==> src/hw/rtl/spq_pkg.sv <==
// package for the sorted priority queue: sizes, operation codes and cell control
// used by spq_cell and sorted_priority_queue_top; no dependencies
package spq_pkg;

  localparam int CAPACITY = 16;
  localparam int COUNT_W  = $clog2(CAPACITY + 1);
  localparam int INDEX_W  = $clog2(CAPACITY);
  localparam int KEY_W    = 32;
  localparam int POS_W    = 4;

  typedef enum logic [1:0] {
    MODE_INSERT = 2'd0,
    MODE_REMOVE = 2'd1,
    MODE_FIND   = 2'd2,
    MODE_QUERY  = 2'd3
  } mode_t;

  // control broadcast to every cell
  typedef struct packed {
    logic                    capture;  // latch compare flags against key
    logic                    insert;   // accepted insert, shift right
    logic                    remove;   // remove, shift left from first match
    logic signed [KEY_W-1:0] key;      // port key on capture, held key on apply
  } cell_ctrl_t;

endpackage

==> src/hw/rtl/spq_cell.sv <==
// one cell of the sorted key chain: holds a key and its compare flags
// depends on spq_pkg
module spq_cell import spq_pkg::*; (
  input  logic                    clk,
  input  cell_ctrl_t              ctrl,
  input  logic                    in_range,
  input  logic signed [KEY_W-1:0] left_key,
  input  logic                    left_gt,
  input  logic signed [KEY_W-1:0] right_key,
  input  logic                    seen_in,
  output logic signed [KEY_W-1:0] key,
  output logic                    gt,
  output logic                    seen_out,
  output logic                    first
);

  logic eq;

  // match chain: a cell at or past the first match
  assign seen_out = seen_in | eq;
  assign first    = eq & ~seen_in;

  // compare flags on capture, key shifts on apply
  always_ff @(posedge clk) begin
    if (ctrl.capture) begin
      gt <= in_range && (key > ctrl.key);
      eq <= in_range && (key == ctrl.key);
    end
    if (ctrl.insert && !gt) begin
      key <= left_gt ? ctrl.key : left_key;
    end else if (ctrl.remove && seen_out) begin
      key <= right_key;
    end
  end

endmodule

==> src/hw/rtl/sorted_priority_queue_top.sv <==
// sorted priority queue: a chain of key cells in descending order
// depends on spq_pkg and spq_cell
// the result strobe is registered as the apply state ends, after the accepting edge
// no new transaction is accepted while busy; busy is high for the apply cycle
// the cells compare in the accept cycle and shift in the apply cycle
// reset clears the count and control; the receiver cannot stall results
module sorted_priority_queue_top import spq_pkg::*; (
  input  logic                    clk,
  input  logic                    rst,
  input  logic                    start,
  output logic                    busy,
  input  logic [1:0]              mode,
  input  logic signed [KEY_W-1:0] key_value,
  output logic                    done,
  output logic                    found,
  output logic [POS_W-1:0]        position,
  output logic [COUNT_W-1:0]      entry_count,
  output logic signed [KEY_W-1:0] head_key,
  output logic                    head_valid,
  output logic                    rejected
);

  typedef enum logic {ST_IDLE, ST_APPLY} state_t;

  state_t                  state;
  mode_t                   mode_q;
  logic signed [KEY_W-1:0] key_q;
  logic [COUNT_W-1:0]      count;
  logic                    capture;
  logic                    full;
  cell_ctrl_t              ctrl;

  logic signed [KEY_W-1:0] cell_key [CAPACITY];
  logic [CAPACITY-1:0]     cell_gt;
  logic [CAPACITY-1:0]     cell_seen;
  logic [CAPACITY-1:0]     cell_first;
  logic [CAPACITY-1:0]     in_range;
  logic [INDEX_W-1:0]      match_index;

  assign busy    = (state == ST_APPLY);
  assign capture = start && !busy;
  assign full    = (count == COUNT_W'(CAPACITY));

  // control broadcast to the chain
  always_comb begin
    ctrl.capture = capture;
    ctrl.insert  = busy && (mode_q == MODE_INSERT) && !full;
    ctrl.remove  = busy && (mode_q == MODE_REMOVE);
    ctrl.key     = busy ? key_q : key_value;
  end

  // cells holding a key
  always_comb begin
    for (int i = 0; i < CAPACITY; i++) begin
      in_range[i] = COUNT_W'(i) < count;
    end
  end

  // chain of cells
  for (genvar g = 0; g < CAPACITY; g++) begin : g_cell
    spq_cell u_cell (
      .clk      (clk),
      .ctrl     (ctrl),
      .in_range (in_range[g]),
      .left_key ((g == 0) ? key_q : cell_key[(g == 0) ? 0 : g - 1]),
      .left_gt  ((g == 0) ? 1'b1 : cell_gt[(g == 0) ? 0 : g - 1]),
      .right_key((g == CAPACITY - 1) ? cell_key[g]
                 : cell_key[(g == CAPACITY - 1) ? g : g + 1]),
      .seen_in  ((g == 0) ? 1'b0 : cell_seen[(g == 0) ? 0 : g - 1]),
      .key      (cell_key[g]),
      .gt       (cell_gt[g]),
      .seen_out (cell_seen[g]),
      .first    (cell_first[g])
    );
  end

  // index of the first match, one-hot to binary
  always_comb begin
    match_index = '0;
    for (int i = 0; i < CAPACITY; i++) begin
      if (cell_first[i]) begin
        match_index = match_index | INDEX_W'(i);
      end
    end
  end

  // sequencer, count and registered result
  always_ff @(posedge clk) begin
    if (rst) begin
      state    <= ST_IDLE;
      count    <= '0;
      done     <= 1'b0;
      found    <= 1'b0;
      position <= '0;
      rejected <= 1'b0;
    end else begin
      done <= 1'b0;
      case (state)
        ST_IDLE: begin
          if (capture) begin
            mode_q <= mode_t'(mode);
            key_q  <= key_value;
            state  <= ST_APPLY;
          end
        end
        ST_APPLY: begin
          done     <= 1'b1;
          found    <= 1'b0;
          position <= '0;
          rejected <= 1'b0;
          case (mode_q)
            MODE_INSERT: begin
              if (full) begin
                rejected <= 1'b1;
              end else begin
                found <= 1'b1;
                count <= count + COUNT_W'(1);
              end
            end
            MODE_REMOVE: begin
              if (cell_seen[CAPACITY-1]) begin
                found <= 1'b1;
                count <= count - COUNT_W'(1);
              end
            end
            MODE_FIND: begin
              if (cell_seen[CAPACITY-1]) begin
                found    <= 1'b1;
                position <= POS_W'(match_index);
              end
            end
            default: begin
            end
          endcase
          state <= ST_IDLE;
        end
        default: state <= ST_IDLE;
      endcase
    end
  end

  // head straight from the chain, count from the count register
  assign entry_count = count;
  assign head_valid  = (count != '0);
  assign head_key    = head_valid ? cell_key[0] : '0;

  // checks
  a_count_bound: assert property (@(posedge clk) disable iff (rst)
    count <= COUNT_W'(CAPACITY))
    else $error("count above capacity");

  a_done_after_apply: assert property (@(posedge clk) disable iff (rst)
    busy |=> done && !busy)
    else $error("apply did not finish in one cycle");

  a_reject_only_full: assert property (@(posedge clk) disable iff (rst)
    done && rejected |-> !found && (count == COUNT_W'(CAPACITY)))
    else $error("reject without full queue");

  a_count_step: assert property (@(posedge clk) disable iff (rst)
    !busy |=> $stable(count))
    else $error("count changed outside apply");

endmodule
==> config.mk <==
export PLATFORM = sky130hd
export DESIGN_NAME = sorted_priority_queue_top
export DESIGN_NICKNAME = d
export VERILOG_FILES = /design/src/hw/rtl/spq_pkg.sv /design/src/hw/rtl/spq_cell.sv /design/src/hw/rtl/sorted_priority_queue_top.sv
export SDC_FILE = /design/constraint.sdc
export NUM_CORES = 2
export LEC_CHECK = 0
export BUFFER_PORTS_ARGS = -buffer_cell sky130_fd_sc_hd__buf_2
export CORE_UTILIZATION = 35
export DETAILED_ROUTE_END_ITERATION = 8
export SLEW_MARGIN = 20
export SYNTH_ARGS = -nofsm -noshare
export SYNTH_HDL_FRONTEND = slang
export SYNTH_HIERARCHICAL = 1
export SYNTH_SLANG_ARGS = --single-unit
==> constraint.sdc <==
create_clock -name clk -period 5.5 [get_ports clk]
set_input_delay 1.1 -clock clk [delete_from_list [all_inputs] [get_ports clk]]
set_output_delay 1.1 -clock clk [all_outputs]
set_load 0.05 [all_outputs]
Yosys cells after proc, flatten, opt, wreduce, memory -nomap -nowiden --
Cells that the tools add are included.
Word-level totals: flip-flop bits (word level) 591, latch bits 0, RAM bits 0, memory bits (read-only) 0, input bits 37, output and inout bits 46, logic and storage cells 339, memories 0
Cells by class: $add $sub $neg 2, multipliers 0, div/mod/pow operators 0, $lt $le $gt $ge 32, eq/ne operators 21, shifts and indexed selects 0, multiplexer cells 75, bitwise logic cells 47, reductions and logical operators 106
Operators by type and width (count):
- 2-to-1 mux 32 bit | 47
- == test 32 bit | 16
- > comparator 32 bit | 16
- logical AND 1 bit | 67
- less-than comparator 4 x 5 -> 1 bit, first input constant | 8
- 2-to-1 mux 4 bit | 10
- nonzero test 2 bit | 16
- less-than comparator 3 x 5 -> 1 bit, first input constant | 4
- zero test 1 bit | 18
- NOT 1 bit | 17
- bitwise AND 1 bit | 15
- OR 1 bit | 15
- 2-to-1 mux 3 bit | 4
- less-than comparator 1 x 5 -> 1 bit, first input constant | 2
- less-than comparator 2 x 5 -> 1 bit, first input constant | 2
- 2-to-1 mux 5 bit | 2
- one-hot mux 5 bit (2 select lines) | 1
- 2-to-1 mux 1 bit | 7
- adder 5 x 1 -> 5 bit, second input constant | 1
- == test 5 bit, second input constant | 1
- nonzero test 5 bit | 1
- subtractor 5 x 1 -> 5 bit, second input constant | 1
- 2-to-1 mux 2 bit | 2
- one-hot mux 1 bit (2 select lines) | 2
- 8 further kinds | 8

Logic depth before layout (Yosys ltp) --
depth in word-level cells 19, mapped depth 20, gate-level depth less buffers 20

Cells and area by module --
Netlist, hierarchy kept.
Modules (own cells, without submodules):
- spq_cell | times used 16, cells an instance 263, area an instance 2531.2 µm², seq. area each 1021.0 µm²
- sorted_priority_queue_top | times used 1, cells an instance 226, area an instance 2502.4 µm², seq. area each 1281.2 µm²

Worst setup path before layout --
OpenSTA, ideal clock, no wires.
kind flip-flop to flip-flop, from register g_cell[0].u_cell/eq (netlist name), to register g_cell[15].u_cell.key[0] (enable), setup time 478 ps, data arrival time 5624 ps, data required time 5022 ps, slack -601 ps, cell stages (with the launch flop) 19, path buffers 0, period minus slack after synthesis 6101 ps, cells stage by stage edfxtp_1 -> or2_2 -> or2_2 -> or2_2 -> or2_2 -> or2_2 -> or2_2 -> or2_2 -> or2_2 -> or2_2 -> or2_2 -> or2_2 -> or2_2 -> or2_2 -> or2_2 -> or2_2 -> or2_2 -> nand2_1 -> nand2_1
RTL lines:
- end signal: assignment | line spq_cell.sv:30 | key <= left_gt ? ctrl.key : left_key;
- end signal: assignment | line spq_cell.sv:32 | key <= right_key;
- end: declaration | line spq_cell.sv:11 | output logic signed [KEY_W-1:0] key,

Final worst setup path --
from register g_cell[0].u_cell.eq, to register count[4] (netlist: entry_count[4])
Between the ends: longest elaborated chain between the ends 17
Ends and longest elaborated chain:
- start: declaration | line spq_cell.sv:17 | logic eq;
- start signal: assignment | line spq_cell.sv:27 | eq <= in_range && (key == ctrl.key);
- OR 1 bit | line spq_cell.sv:20 | assign seen_out = seen_in | eq;
- via cell_seen[1] | line sorted_priority_queue_top.sv:35 | logic [CAPACITY-1:0] cell_seen;
- OR 1 bit | line spq_cell.sv:20
- via cell_seen[2] | line sorted_priority_queue_top.sv:35
- OR 1 bit | line spq_cell.sv:20
- via cell_seen[3] | line sorted_priority_queue_top.sv:35
- OR 1 bit | line spq_cell.sv:20
- via cell_seen[4] | line sorted_priority_queue_top.sv:35
- [... 1 more ...]
- via cell_seen[5] | line sorted_priority_queue_top.sv:35
- [... 1 more ...]
- via cell_seen[6] | line sorted_priority_queue_top.sv:35
- [... 1 more ...]
- via cell_seen[7] | line sorted_priority_queue_top.sv:35
- [... 1 more ...]
- via cell_seen[8] | line sorted_priority_queue_top.sv:35
- [... 1 more ...]
- via cell_seen[9] | line sorted_priority_queue_top.sv:35
- [... 1 more ...]
- via cell_seen[10] | line sorted_priority_queue_top.sv:35
- [... 1 more ...]
- via cell_seen[11] | line sorted_priority_queue_top.sv:35
- [... 1 more ...]
- via cell_seen[12] | line sorted_priority_queue_top.sv:35
- OR 1 bit | line spq_cell.sv:20
- via cell_seen[13] | line sorted_priority_queue_top.sv:35
- OR 1 bit | line spq_cell.sv:20
- via cell_seen[14] | line sorted_priority_queue_top.sv:35
- OR 1 bit | line spq_cell.sv:20
- via cell_seen[15] | line sorted_priority_queue_top.sv:35
- != test 2 x 1 -> 1 bit (no line)
- AND reduction 4 bit (no line)
- end signal: assignment | line sorted_priority_queue_top.sv:117 | count <= count + COUNT_W'(1);
- end signal: assignment | line sorted_priority_queue_top.sv:123 | count <= count - COUNT_W'(1);
- end: declaration | line sorted_priority_queue_top.sv:28 | logic [COUNT_W-1:0] count;
The timed path passes the listed nets, and every way through them passes these cells. A chain may end at the register's enable or synchronous reset.

==> impl_summary.md <==
Run status
The flow ran to the end, and the final reports show no timing, DRC or antenna violations.

Worst setup path
The maximum fanout encountered on the critical timing path is 4. In this run the critical register-to-register path is captured at entry_count[4]. The capture point of the critical path is entry_count[4]. The data required time at the worst endpoint is 6.02 ns. The critical path endpoint category is a register. Across all register-to-register paths, the minimum setup slack is 0.18 ns.

Measured in cells, the most critical reg-to-reg path has a length of 20. The critical path arrival is 5.84 ns. The worst register-to-register path begins at g_cell[0].u_cell/eq. STA classifies the critical path startpoint as a register.

The startpoint-to-endpoint class of the critical path is reg2reg. The most critical setup path has its startpoint at g_cell[0].u_cell/eq.

Layout
The number of cells in the finished layout apart from fillers is 6,184. The top cell types in the final layout, fill and taps aside, are sky130_fd_sc_hd__nand2_1 (667), sky130_fd_sc_hd__edfxtp_1 (578), sky130_fd_sc_hd__inv_1 (537). After filler insertion, the fill cell instance count of the layout stands at 11,900. The multi-input combinational cell area is 0.0227 mm2. The signed area change from the synthesized netlist to the final layout is 11.1%. The number of diodes is 0. In the final layout, the share of cells above drive strength 1 is 0.0875. For this run, the share of the core covered by cells in the final layout is 0.392. The sequential cell area is 0.0176 mm2.

The number of nets in the layout is 5,066. The most frequent standard cell in the layout excluding fill and tap cells is sky130_fd_sc_hd__nand2_1.

Yosys
A synthesized cell averages 9.70 um2. The number of nets produced by synthesis is 4,990. The count of yosys warnings during synthesis is 6. After synthesis the cells add up to 0.0430 mm2.

Synthesis produced 4,433 cells.

Clock network
The clock buffer count from CTS is 72. Once the clock tree was built, the setup fixing pass inserted 0 buffers. At the later pin of the worst-skew pair, clock insertion delay measures 0.64 ns. TritonCTS built the clock tree. The total clock sinks is 591.

The clock input transition at the sequential cells of the worst setup and hold paths is 0.06 ns. Clock tree synthesis selected as its root buffer the cell sky130_fd_sc_hd__clkbuf_16. In this run the deepest clock path goes through 3 buffers. The H-tree was split into 3 levels.

Timing
The maximum clock frequency is 188 MHz. Between clock sinks in the finished design, the worst skew comes to 0.0261 ns. The worst max-slew margin expressed relative to the limit is 0.394. Setup total negative slack on the finished layout was measured at 0 ns. The number of max-slew violations in the final report is 0. The number of failing hold endpoints at the final stage is 0.

The final clock period utilization by the worst path is 0.967. The number of failing setup endpoints in the final timing report is 0. The time the final worst path needs with I/O delays and setup is 5.32 ns. The transition time at the pin with the least slew margin is 0.910 ns. The least setup slack across all paths after layout is 0.182 ns. Setup repair after global routing left no endpoint under its margin.

Routing
Summing over every cut layer, the via total after detailed routing is 32,800. For this block, the initial DRC count from the detailed router was 2,274. For this run, design rule violations remaining after detail routing come to 0. The number of vias per cell after detailed routing is 5.31. Before antenna repair, the detailed router went through 5 iterations. The wire length per cell is 20.0 um. The count of nets left with antenna violations once routing finished came out at 0.

After detailed routing, the total wire length is 124 mm.

Floorplanning
The initial utilization of the core area, before any placement, comes to 0.353. The floorplan step defined a die boundary enclosing 0.124 mm2. The die outline height is 352 um. The top-level I/O count is 83. In this run the core area contains 128 standard-cell rows.

The area of the placeable core is 0.122 mm2. The die is 352 um wide.

Power
In this run the power density over the cells is 245 mW/mm2. VDD sags by at most 0.000209 V. The cell leakage power is 21.8 nW.

Global routing
The largest net degree at the start of global routing is 66. The number of antenna violations at the first check in global routing was 0. The number of global-route vias before repair is 32,500. The first-pass GRT wire length is 192 mm.

In the global route stage, overall resource usage came out at 0.194. The leftover overflow at the end of global routing is 0.

Job
Max-cap violations in this run came to 0.

Hold path
The class of the tightest hold or removal check is reg2reg. Along the worst hold path, the cell count comes to 2.

Placement
Before CTS, the worst setup slack after placement is 0.0270 ns. Once placement completed, the tool counted placed cells totaling 6,059. The HPWL after detailed placement is 96.0 mm. Port buffering added 82 buffers. The last weighted congestion value of the routability-driven placer is 0.845.
==> how the worst min path moves through the flow <==
stage	endpoint	from	slack [ns]
2_1_floorplan	g_cell[0].u_cell/key[0]	g_cell[1].u_cell/key[0]	0.54
3_3_place_gp	rejected	rejected	0.48
3_5_place_dp	rejected	rejected	0.48
4_1_cts	rejected	rejected	0.50
5_1_grt	position[1]	position[1]	0.54
6_report	rejected	rejected	0.49
==> registers in the layout, indices dropped and copies added (netlist names) <==
| register | count |
|---|---|
| busy | 1 |
| position | 4 |
| g_cell.u_cell/gt | 16 |
| g_cell.u_cell/key | 512 |
| rejected | 1 |
| g_cell.u_cell/eq | 16 |
| done | 1 |
| mode_q | 2 |
| entry_count | 5 |
| key_q | 32 |
| found | 1 |
==> worst max-delay path, cell delays in order (launching register included) <==
cell and delay [ns]:
sky130_fd_sc_hd__edfxtp_1 0.35, sky130_fd_sc_hd__or2_4 0.26, sky130_fd_sc_hd__or2_2 0.29, sky130_fd_sc_hd__or2_2 0.30
sky130_fd_sc_hd__or2_4 0.23, sky130_fd_sc_hd__or2_4 0.23, sky130_fd_sc_hd__or2_2 0.28, sky130_fd_sc_hd__or2_2 0.28
sky130_fd_sc_hd__or2_2 0.29, sky130_fd_sc_hd__or2_4 0.24, sky130_fd_sc_hd__or2_4 0.24, sky130_fd_sc_hd__or2_4 0.23
sky130_fd_sc_hd__or2_4 0.23, sky130_fd_sc_hd__or2_4 0.24, sky130_fd_sc_hd__or2_4 0.23, sky130_fd_sc_hd__or2_4 0.24
sky130_fd_sc_hd__or2_4 0.25, sky130_fd_sc_hd__mux2_1 0.31, sky130_fd_sc_hd__o211ai_2 0.09, sky130_fd_sc_hd__a21oi_1 0.06
sky130_fd_sc_hd__mux2_1 0.30
==> final cells by class <==
| cell class | instances | area share |
|---|---|---|
| Inverter | 538 | 0.0423 |
| Clock buffer | 98 | 0.0411 |
| Timing Repair Buffer | 190 | 0.0262 |
| Tap cell | 1625 | 0.0426 |
| Clock inverter | 26 | 0.00448 |
| Multi-Input combinational cell | 3116 | 0.475 |
| Sequential cell | 591 | 0.369 |
==> metal layers <==
metal | global-route usage | up-vias | wire length [um]
met5 | 0 | - | 0
met3 | 0.0209 | 194 | 4690
li1 | - | 16000 | -
met1 | 0.265 | 15900 | 57900
met2 | 0.321 | 725 | 57300
met4 | 0.0637 | 0 | 3690
==> where the power goes <==
| part | total (mW) | switching, mW | internal (mW) |
|---|---|---|---|
| combinational | 1.92 | 1.20 | 0.722 |
| sequential | 5.18 | 0.113 | 5.07 |
| clock | 4.59 | 1.99 | 2.60 |
| total | 11.7 | 3.30 | 8.38 |
==> repair_timing <==
item,in CTS,in global routing
resized for setup,0,4
setup endpoints to repair,0,5
hold buffers,0,0
==> metrics by stage <==
step	instance area (um2)	power (mW)	hold WS (ns)
floorplan	43000	6.58	0.545
global placement	45600	7.11	0.481
detailed placement	45600	7.18	0.481
CTS	47700	11.8	0.497
global route	47800	12.1	0.545
finish	47800	11.7	0.491
Note: power is estimated with default switching activity, not from simulation.
